[src/rtl/core/met_pkg.sv]
`timescale 1ns / 1ps
// ----------------------------------------------------------------------------
// Mandelbrot escape-time package
// Field widths, multiplier select codes and control/status bundles.
// ----------------------------------------------------------------------------
package met_pkg;

  localparam int C_W   = 32;  // c component width
  localparam int Z_W   = 36;  // z component width
  localparam int CNT_W = 8;   // iteration count width

  localparam logic [CNT_W-1:0] MAX_ITER_RESET = 8'd20;

  typedef logic [1:0] mul_sel_t;
  localparam mul_sel_t MUL_RR = 2'd0;  // zr * zr
  localparam mul_sel_t MUL_II = 2'd1;  // zi * zi
  localparam mul_sel_t MUL_RI = 2'd2;  // zr * zi

  // Sequencer to datapath
  typedef struct packed {
    logic     idle;
    mul_sel_t mul_sel;
    logic     cap_rr;
    logic     cap_ii;
    logic     update;
    logic     finish;
  } met_ctrl_t;

  // Datapath to sequencer
  typedef struct packed {
    logic limit_hit;
    logic mag_escape;
    logic sum_escape;
    logic out_free;
  } met_stat_t;

endpackage

[src/rtl/core/met_if.sv]
`timescale 1ns / 1ps
// ----------------------------------------------------------------------------
// Mandelbrot escape-time channel interfaces
// Valid/ready channels for incoming points and outgoing results.
// ----------------------------------------------------------------------------
interface met_point_if
  import met_pkg::*;
  ();
  logic                  valid;
  logic                  ready;
  logic signed [C_W-1:0] c_real;
  logic signed [C_W-1:0] c_imag;

  modport source (output valid, output c_real, output c_imag, input ready);
  modport sink   (input valid, input c_real, input c_imag, output ready);
endinterface

interface met_result_if
  import met_pkg::*;
  ();
  logic                  valid;
  logic                  ready;
  logic [CNT_W-1:0]      iterations;
  logic                  inside_set;
  logic signed [Z_W-1:0] final_real;
  logic signed [Z_W-1:0] final_imag;

  modport source (output valid, output iterations, output inside_set,
                  output final_real, output final_imag, input ready);
  modport sink   (input valid, input iterations, input inside_set,
                  input final_real, input final_imag, output ready);
endinterface

[src/rtl/core/met_mul.sv]
`timescale 1ns / 1ps
// ----------------------------------------------------------------------------
// Mandelbrot escape-time shared multiplier
// Signed multiplier with a registered product, reused for both squares and zr*zi.
// ----------------------------------------------------------------------------
module met_mul #(
  parameter int OP_W = 30
) (
  input  logic                     clk,
  input  logic signed [OP_W-1:0]   a,
  input  logic signed [OP_W-1:0]   b,
  output logic signed [2*OP_W-1:0] prod
);

  always_ff @(posedge clk) begin
    prod <= a * b;
  end

endmodule

[src/rtl/core/met_ctrl.sv]
`timescale 1ns / 1ps
// ----------------------------------------------------------------------------
// Mandelbrot escape-time sequencer
// Steps one point through check, three products and update per iteration.
// ----------------------------------------------------------------------------
module met_ctrl
  import met_pkg::*;
(
  input  logic      clk,
  input  logic      rst,
  input  logic      in_fire,
  input  met_stat_t stat,
  output met_ctrl_t ctrl
);

  localparam logic [2:0] S_IDLE  = 3'd0;
  localparam logic [2:0] S_CHECK = 3'd1;
  localparam logic [2:0] S_MRR   = 3'd2;
  localparam logic [2:0] S_MII   = 3'd3;
  localparam logic [2:0] S_MRI   = 3'd4;
  localparam logic [2:0] S_SUM   = 3'd5;
  localparam logic [2:0] S_DONE  = 3'd6;

  logic [2:0] state;
  logic [2:0] state_next;

  always_comb begin
    state_next   = state;
    ctrl         = '0;
    ctrl.mul_sel = MUL_RR;
    case (state)
      S_IDLE: begin
        ctrl.idle = 1'b1;
        if (in_fire) begin
          state_next = S_CHECK;
        end
      end
      S_CHECK: begin
        if (stat.limit_hit || stat.mag_escape) begin
          state_next = S_DONE;
        end else begin
          state_next = S_MRR;
        end
      end
      S_MRR: begin
        ctrl.mul_sel = MUL_RR;
        state_next   = S_MII;
      end
      S_MII: begin
        ctrl.mul_sel = MUL_II;
        ctrl.cap_rr  = 1'b1;
        state_next   = S_MRI;
      end
      S_MRI: begin
        ctrl.mul_sel = MUL_RI;
        ctrl.cap_ii  = 1'b1;
        state_next   = S_SUM;
      end
      S_SUM: begin
        // product register holds zr*zi here
        if (stat.sum_escape) begin
          state_next = S_DONE;
        end else begin
          ctrl.update = 1'b1;
          state_next  = S_CHECK;
        end
      end
      S_DONE: begin
        if (stat.out_free) begin
          ctrl.finish = 1'b1;
          state_next  = S_IDLE;
        end
      end
      default: begin
        state_next = S_IDLE;
      end
    endcase
  end

  always_ff @(posedge clk) begin
    if (rst) begin
      state <= S_IDLE;
    end else begin
      state <= state_next;
    end
  end

endmodule

[src/rtl/core/mandelbrot_escape_time_unit.sv]
`timescale 1ns / 1ps
// ----------------------------------------------------------------------------
// Mandelbrot escape-time unit
// Iterates z = z*z + c from z = 0 for one point and reports the escape count.
// ----------------------------------------------------------------------------
// Each transaction on the point channel carries c in signed fixed point with
// FRAC_BITS fraction bits. The unit runs z = z*z + c until the step count
// reaches max_iterations or |z|^2 >= 4, then presents the count, an inside
// flag (count equals the limit) and the last z with 8 integer bits. One point
// is worked on at a time and the point channel is not ready meanwhile. All
// three products of an iteration (zr^2, zi^2, zr*zi) go through one shared
// registered multiplier, so an iteration steps through a check, the three
// products in turn and an update. A consumer that has not taken the previous
// result holds the unit in its final state until it does. The result sits in
// an output register, so a new point is taken while the previous result still
// waits for the consumer. max_iterations resets to 20; a limit of 0 returns at
// once with count 0 and the inside flag set.
// ----------------------------------------------------------------------------
module mandelbrot_escape_time_unit
  import met_pkg::*;
#(
  parameter int FRAC_BITS = 28
) (
  input  logic                clk,
  input  logic                rst,
  met_point_if.sink           point,
  met_result_if.source        result,
  input  logic                cfg_we,
  input  logic [CNT_W-1:0]    cfg_wdata
);

  // Once both components are below 2 in magnitude they fit in this width.
  localparam int OP_W   = FRAC_BITS + 2;
  localparam int PROD_W = 2 * OP_W;
  localparam int SUM_W  = PROD_W + 1;

  localparam logic signed [Z_W-1:0] TWO     = Z_W'(1) <<< (FRAC_BITS + 1);
  localparam logic signed [Z_W-1:0] NEG_TWO = -TWO;
  localparam logic [SUM_W-1:0]      ESC_SQ  = SUM_W'(1) << (2 * FRAC_BITS + 2);

  met_ctrl_t ctrl;
  met_stat_t stat;
  logic      in_fire;

  // Working state
  logic [CNT_W-1:0]        max_iter;
  logic [CNT_W-1:0]        step_count;
  logic signed [Z_W-1:0]   z_re;
  logic signed [Z_W-1:0]   z_im;
  logic signed [C_W-1:0]   c_re;
  logic signed [C_W-1:0]   c_im;
  logic signed [PROD_W-1:0] p_rr;
  logic signed [PROD_W-1:0] p_ii;

  // Multiplier operands and product
  logic signed [OP_W-1:0]   mul_a;
  logic signed [OP_W-1:0]   mul_b;
  logic signed [PROD_W-1:0] prod;

  // Update terms
  logic [SUM_W-1:0]         mag_sq;
  logic signed [PROD_W-1:0] diff;
  logic signed [PROD_W-1:0] re_term;
  logic signed [PROD_W-1:0] im_term;
  logic signed [Z_W-1:0]    z_re_next;
  logic signed [Z_W-1:0]    z_im_next;

  // Output register
  logic                  res_valid;
  logic [CNT_W-1:0]      res_iter;
  logic                  res_inside;
  logic signed [Z_W-1:0] res_re;
  logic signed [Z_W-1:0] res_im;

  assign point.ready = ctrl.idle;
  assign in_fire     = point.valid && point.ready;

  met_ctrl u_ctrl (
    .clk     (clk),
    .rst     (rst),
    .in_fire (in_fire),
    .stat    (stat),
    .ctrl    (ctrl)
  );

  // Select operands; truncation is exact because the magnitude check passed.
  always_comb begin
    case (ctrl.mul_sel)
      MUL_RR: begin
        mul_a = z_re[OP_W-1:0];
        mul_b = z_re[OP_W-1:0];
      end
      MUL_II: begin
        mul_a = z_im[OP_W-1:0];
        mul_b = z_im[OP_W-1:0];
      end
      MUL_RI: begin
        mul_a = z_re[OP_W-1:0];
        mul_b = z_im[OP_W-1:0];
      end
      default: begin
        mul_a = '0;
        mul_b = '0;
      end
    endcase
  end

  met_mul #(.OP_W(OP_W)) u_mul (
    .clk  (clk),
    .a    (mul_a),
    .b    (mul_b),
    .prod (prod)
  );

  // Both squares are non-negative, so an unsigned sum is exact.
  assign mag_sq  = {1'b0, p_rr} + {1'b0, p_ii};
  assign diff    = p_rr - p_ii;
  // Arithmetic shifts round toward minus infinity; 2*zr*zi folds into the shift.
  assign re_term = diff >>> FRAC_BITS;
  assign im_term = prod >>> (FRAC_BITS - 1);
  assign z_re_next = Z_W'(re_term) + Z_W'(c_re);
  assign z_im_next = Z_W'(im_term) + Z_W'(c_im);

  assign stat.limit_hit  = (step_count >= max_iter);
  assign stat.mag_escape = (z_re >= TWO) || (z_re <= NEG_TWO) ||
                           (z_im >= TWO) || (z_im <= NEG_TWO);
  assign stat.sum_escape = (mag_sq >= ESC_SQ);
  assign stat.out_free   = !res_valid || result.ready;

  // Configuration register
  always_ff @(posedge clk) begin
    if (rst) begin
      max_iter <= MAX_ITER_RESET;
    end else if (cfg_we) begin
      max_iter <= cfg_wdata;
    end
  end

  // Latch c, clear z and the step count on a new point; advance both each step.
  always_ff @(posedge clk) begin
    if (rst) begin
      step_count <= '0;
    end else if (in_fire) begin
      step_count <= '0;
    end else if (ctrl.update) begin
      step_count <= step_count + CNT_W'(1);
    end
  end

  always_ff @(posedge clk) begin
    if (in_fire) begin
      c_re <= point.c_real;
      c_im <= point.c_imag;
      z_re <= '0;
      z_im <= '0;
    end else if (ctrl.update) begin
      z_re <= z_re_next;
      z_im <= z_im_next;
    end
    if (ctrl.cap_rr) begin
      p_rr <= prod;
    end
    if (ctrl.cap_ii) begin
      p_ii <= prod;
    end
  end

  // Hold the result until the consumer takes it.
  always_ff @(posedge clk) begin
    if (rst) begin
      res_valid <= 1'b0;
    end else if (ctrl.finish) begin
      res_valid <= 1'b1;
    end else if (result.ready) begin
      res_valid <= 1'b0;
    end
  end

  always_ff @(posedge clk) begin
    if (ctrl.finish) begin
      res_iter   <= step_count;
      res_inside <= (step_count == max_iter);
      res_re     <= z_re;
      res_im     <= z_im;
    end
  end

  assign result.valid      = res_valid;
  assign result.iterations = res_iter;
  assign result.inside_set = res_inside;
  assign result.final_real = res_re;
  assign result.final_imag = res_im;

endmodule

[src/flat_wrapper.sv]
// flat-port wrapper written by rule: the top's interface ports become plain ports
module mandelbrot_escape_time_unit_flat import met_pkg::*;
#(
  parameter int FRAC_BITS = 28
)
  (clk, rst, cfg_we, cfg_wdata, point_valid, point_c_real, point_c_imag, point_ready, result_valid, result_iterations, result_inside_set, result_final_real, result_final_imag, result_ready);
  met_point_if point_i ();
  met_result_if result_i ();
  input  logic clk;
  input  logic rst;
  input  logic cfg_we;
  input  logic [CNT_W-1:0] cfg_wdata;
  input wire logic [$bits(point_i.valid)-1:0] point_valid;
  input wire logic [$bits(point_i.c_real)-1:0] point_c_real;
  input wire logic [$bits(point_i.c_imag)-1:0] point_c_imag;
  output wire logic [$bits(point_i.ready)-1:0] point_ready;
  output wire logic [$bits(result_i.valid)-1:0] result_valid;
  output wire logic [$bits(result_i.iterations)-1:0] result_iterations;
  output wire logic [$bits(result_i.inside_set)-1:0] result_inside_set;
  output wire logic [$bits(result_i.final_real)-1:0] result_final_real;
  output wire logic [$bits(result_i.final_imag)-1:0] result_final_imag;
  input wire logic [$bits(result_i.ready)-1:0] result_ready;
  assign point_i.valid = point_valid;
  assign point_i.c_real = point_c_real;
  assign point_i.c_imag = point_c_imag;
  assign point_ready = point_i.ready;
  assign result_valid = result_i.valid;
  assign result_iterations = result_i.iterations;
  assign result_inside_set = result_i.inside_set;
  assign result_final_real = result_i.final_real;
  assign result_final_imag = result_i.final_imag;
  assign result_i.ready = result_ready;
  mandelbrot_escape_time_unit #(.FRAC_BITS(FRAC_BITS)) u_core (.clk(clk), .rst(rst), .point(point_i), .result(result_i), .cfg_we(cfg_we), .cfg_wdata(cfg_wdata));
endmodule
[config.mk]
export PLATFORM = sky130hd
export DESIGN_NAME = mandelbrot_escape_time_unit_flat
export DESIGN_NICKNAME = d
export VERILOG_FILES = /design/src/rtl/core/met_pkg.sv /design/src/rtl/core/met_if.sv /design/src/rtl/core/met_mul.sv /design/src/rtl/core/met_ctrl.sv /design/src/rtl/core/mandelbrot_escape_time_unit.sv /design/src/flat_wrapper.sv
export SDC_FILE = /design/constraint.sdc
export NUM_CORES = 2
export LEC_CHECK = 0
export BUFFER_PORTS_ARGS = -buffer_cell sky130_fd_sc_hd__buf_4
export CORE_ASPECT_RATIO = 1.4
export CORE_MARGIN = 2
export CORE_UTILIZATION = 55
export DETAILED_ROUTE_END_ITERATION = 10
export PLACE_DENSITY_LB_ADDON = 0.12
export SKIP_LAST_GASP = 1
export SLEW_MARGIN = 10
export SYNTH_ARGS = -nofsm -noshare
export SYNTH_HDL_FRONTEND = slang
export SYNTH_SLANG_ARGS = --single-unit
[constraint.sdc]
create_clock -name clk -period 19.8 [get_ports clk]
set_input_delay 0.99 -clock clk [delete_from_list [all_inputs] [get_ports clk]]
set_output_delay 0.99 -clock clk [all_outputs]
set_load 0.01 [all_outputs]
Yosys cells after proc, flatten, opt, wreduce, memory -nomap -nowiden
Index checks and enable logic that the tools add are counted.

Add/sub/neg operators: 5. $mul: 1. Divide/modulo/power cells: 0. $lt $le $gt $ge: 6. Eq/ne operators: 11. Shift-type cells: 0. Mux-type cells: 17. Bitwise gates (word level): 0. Reduce and logical (&&, ||, !) cells: 14.

Operators with widths (number): $pmux W30 S2 (2); $ge A36 B31 Y1 const B (2); $le A36 B30 Y1 const B (2); $add A60 B60 Y61 (1); $ge A61 B59 Y1 const B (1); $mul A30 B30 Y60 (1); $sub A60 B60 Y60 (1); $add A33 B32 Y34 (1); $add A32 B32 Y33 (1); $pmux W3 S7 (1); $mux W3 (4); $eq A3 B3 Y1 const B (3); $mux W1 (9); $add A8 B1 Y8 const B (1); $eq A8 B8 Y1 (1); $ge A8 B8 Y1 (1); $eq A3 B2 Y1 const B (2); $reduce_or A2 Y1 (3); $logic_or A1 B1 Y1 (5); $ne A2 B1 Y1 const B (2); $pmux W2 S2 (1); $eq A3 B1 Y1 const B (1); $logic_not A3 Y1 (1); $eq A2 B1 Y1 const B (1); other kinds (6) (6).

Flip-flop bits (word level): 417. Bits in latches: 0. Bits in writable memories: 0. Memory bits (read-only): 0. Bits of input ports: 77. Output and inout bits: 83. Word-level logic and storage cells: 69. Memories kept: 0.

Longest topological paths before layout
Word-level depth: 7. Depth in mapped cells: 38. Mapped depth without buffers: 32.

Cells and area by module
Synthesis repeated with hierarchy kept, for this count alone.

Cell total of the unflattened synthesis: 5470. Area total of the unflattened synthesis: 53259.8 um2.

Modules (own cells, without submodules): met_mul (instances 1, cells each 3618, area each 33701.1 um2, sequential area each 1201.2 um2); mandelbrot_escape_time_unit (instances 1, cells each 1822, area each 19342.3 um2, sequential area each 9489.1 um2); met_ctrl (instances 1, cells each 30, area each 216.5 um2, sequential area each 60.1 um2).

Worst setup path before layout
Ideal clock, no wire load.

Path type: reg-to-reg. Start: register u_core.u_ctrl.state[1]. End: register u_core.u_mul.prod[58]. Setup time: 0.125 ns. Arrival: 11.314 ns. Data required time: 19.675 ns. Slack: 8.361 ns. Stages on the path, launching flop included: 32. Buffers on the path: 4. Period minus slack after synthesis: 11.439 ns. Cells stage by stage: dfxtp_1 -> clkbuf_1 -> nand2b_1 -> nor2_1 -> nor2_1 -> buf_1 -> buf_1 -> mux2i_1 -> clkbuf_1 -> nor2_1 -> fa_1 -> inv_1 -> fa_1 -> inv_1 -> fa_1 -> fa_1 -> inv_1 -> fa_1 -> inv_1 -> fa_1 -> inv_1 -> fa_1 -> fa_1 -> inv_1 -> ha_1 -> a21oi_1 -> o21ai_0 -> nor4b_1 -> nor4_1 -> o2111ai_1 -> a31oi_1 -> xor2_1.

Cells in the longest elaborated chain, start to end: 6. Elaborated cells on any way between the ends: 11. Those cells by class: mul (1); eq/ne (4); mux (3); reduce/logical (3).

RTL lines: from (decl) (RTL line met_ctrl.sv:24) `logic [2:0] state;`; from (signal assigned) (RTL line met_ctrl.sv:84) `state <= state_next;`; $eq A3 B3 Y1 / $eq A3 B2 Y1 (equally long branches) (RTL line met_ctrl.sv:31) `case (state)`; $pmux W2 S2 (*) (RTL line met_ctrl.sv:31); $eq A2 B2 Y1 (tied with other cells) (RTL line mandelbrot_escape_time_unit.sv:88) `case (ctrl.mul_sel)`; $reduce_or A2 Y1 (no line); $pmux W30 S2 (RTL line mandelbrot_escape_time_unit.sv:88); $mul A30 B30 Y60 (*) (RTL line met_mul.sv:16) `prod <= a * b;`; to (signal assigned) (RTL line met_mul.sv:16); to (decl) (RTL line met_mul.sv:12) `output logic signed [2*OP_W-1:0] prod`.

Mark *: on every way between the ends. The rest lies on a longest branch, timed or not. A chain may end at the register's enable or synchronous reset.

Worst setup path after layout
Start: register u_core.u_ctrl.state[0]. End: register u_core.u_mul.prod[45].

Same word-level chain as after synthesis.

==> run metrics <==
top-area cell type share of the netlist area 0.367; Slew Viols, Final 0; synthesis warning total 0; root buffer cell clkbuf_16; WP data arrival 11.80 ns; DRC errors left 0; H-tree depth 2; NumNets Final 6920; Mapped Nets between 6000 and 7000; register clock-pin slew on the reported worst setup and hold paths approximately 0.07 ns; dpl hpwl approximately 130000 um; ANT nets after route 0; Max Cap Viol 0; clock skew 0.0517 ns; RSZ-0062 raised after global routing no; critical path's slowest cell mux2i_2; CTS buffer count 37; Pwr Density roughly 37 nW/um^2; total power 2.12 mW; Buffers & Inverters on Critical Path 5; GP Congestion around 0.99; Die ar. 97900 sq um; Post-synth EDFFs 260; # Post-CTS Setup Buffers 0; CTS resizes 0; die width 265 um; layout cells sized above 1 0.0702; # setup viols final 0; FMAX 0.0884 GHz; CTS Sinks a little over 400; Fill cells just over 8000; CTS Hold Bufs 0; Critical Path RT between 20 and 25 ns; outcome finished, final reports clean; clock latency at the later pin of the worst-skew pair 0.60 ns; CP endpoint kind flop; CTS tree built; Critical Path Max Stage Delay 1.22 ns; Initial DRT Pass Iterations 6; WL/cell 24.0 um; vias in the first global route 41900; Worst Tran Pin Value 1.43 ns; clk buf depth 3; library cells used by synthesis 80; Core Box Area 94900 sq um; Place WS 8.43 ns; most instantiated cells after synthesis inv_1, fa_1, nand2_1; Syn Inst Count 5424; Synth Area per Inst 9.67 sq um; mapped cell area 52500 sq um; GRT Util Overall 0.340; largest net degree at the start of global routing between 70 and 80; Worst setup SP type flop; Post-Route WL 162000 um; Area contributors post-synth fa_1, edfxtp_1, ha_1, inv_1, dfxtp_1; Via Count 39200; Leak Pwr ~27 nW; Final WS setup 8.49 ns; First DRT Iteration DRCs about 3300; count leader, synth inv_1; Layout area overhead 7.61%; minimum clock period 11.31 ns; most frequent CP cell fa_1; Hold Path Class reg2reg; Critical Setup Path Class reg2reg; Boundary Pins between 150 and 200; vias per cell 5.79; # rows around 130; most common flop cell mapped by yosys edfxtp_1; Slew HR 0.0267; Critical Path Fanout Max 36; setup TNS 0 ns; Initial Util 0.553; r2r setup slk 8.49 ns; Max VDD drop about 0.059 mV; asr flop ratio synth 0; leading area contributor after synthesis fa_1; Final Hold Vio Count 0; CP top delay family adder cells; grt total ovfl 0; PortBufs 159; Worst Hold Margin 0.429 ns; FF+latch count, synth 407; global-route wire length before repair 247000 um; Tcrit/Tclk final 0.571; register area share after synthesis 0.205; fin util 0.595; Die Y 369 um; antenna violations before repair 4
==> flip-flops by register name, indices dropped and copies added, names as in the netlist <==
| signal | cells |
|---|---|
| u_core.p_ii | 60 |
| u_core.p_rr | 60 |
| u_core.u_mul.prod | 60 |
| u_core.result.final_imag | 34 |
| u_core.z_im | 34 |
| u_core.result.final_real | 33 |
| u_core.z_re | 33 |
| u_core.c_im | 32 |
| u_core.c_re | 32 |
| u_core.max_iter | 8 |
| u_core.result.iterations | 8 |
| u_core.step_count | 8 |
| u_core.u_ctrl.state | 3 |
| u_core.result.inside_set | 1 |
| u_core.result.valid | 1 |
==> report_power, final <==
part           internal (mW)  switching (mW)
clock                  0.402           0.346
sequential             0.942          0.0255
combinational          0.158           0.242
==> per-stage QoR <==
step | area [sq um] | cells
6_report | 56500 | 6769
4_1_cts | 56500 | 6768
5_1_grt | 56500 | 6768
3_5_place_dp | 55200 | 6700
3_3_place_gp | 55200 | 6700
2_1_floorplan | 52500 | 5424
==> area by class of cell <==
type                    instances  area, sq um  share of cell area
clock inverters                21          245             0.00434
flip-flops and latches        407        10800               0.190
diodes                          1         2.50           0.0000443
well taps                    1224         1530              0.0271
inverters                    1056         3970              0.0703
clock buffers                  47         1020              0.0180
multi-input cells            3760        37100               0.656
repair buffers                253         1900              0.0336
==> layout by cell type (no fill, tap or decap), types with 32 or more instances in the layout <==
master     count
a21o_1        60
a21oi_1      175
buf_4        253
clkbuf_16     39
dfxtp_1      147
edfxtp_1     260
fa_1         961
ha_1         367
inv_1       1053
mux2i_1      107
nand2_1      642
nand2b_1      41
nand3_1       41
nand4_1       32
nor2_1       619
nor3_1        54
o21ai_0       87
xnor2_1      103
xor2_1        40
==> layer usage <==
metal  wire [um]  GRT usage  vias to the layer above
met4       12700      0.212                        6
met2       79200      0.588                     1765
li1            -          -                    17100
met3       12400     0.0551                      607
met5          45          0                        -
met1       57800      0.394                    19600
==> kinds of logic after synthesis <==
kind of cell / share of synthesized area
DFF: 0.205
adders and majority gates: 0.454
buffers and inverters: 0.0917
AOI/OAI and AO/OA: 0.0682
muxes: 0.0290
and+or+nand+nor: 0.128
xor gates and xnor gates: 0.0239
==> worst paths after layout <==
path	from	to	depth (start not counted)
worst max-delay path	u_core.u_ctrl.state[0]$_SDFFE_PP0P_	u_core.u_mul.prod[45]$_DFF_P_	27
worst min-delay path	u_core.u_mul.prod[21]$_DFF_P_	u_core.p_ii[21]$_DFFE_PP_	0
worst max register to register	u_core.u_ctrl.state[0]$_SDFFE_PP0P_	u_core.u_mul.prod[45]$_DFF_P_	27
worst min register to register	u_core.u_mul.prod[21]$_DFF_P_	u_core.p_ii[21]$_DFFE_PP_	0
Note: power is estimated with default switching activity, not from simulation.
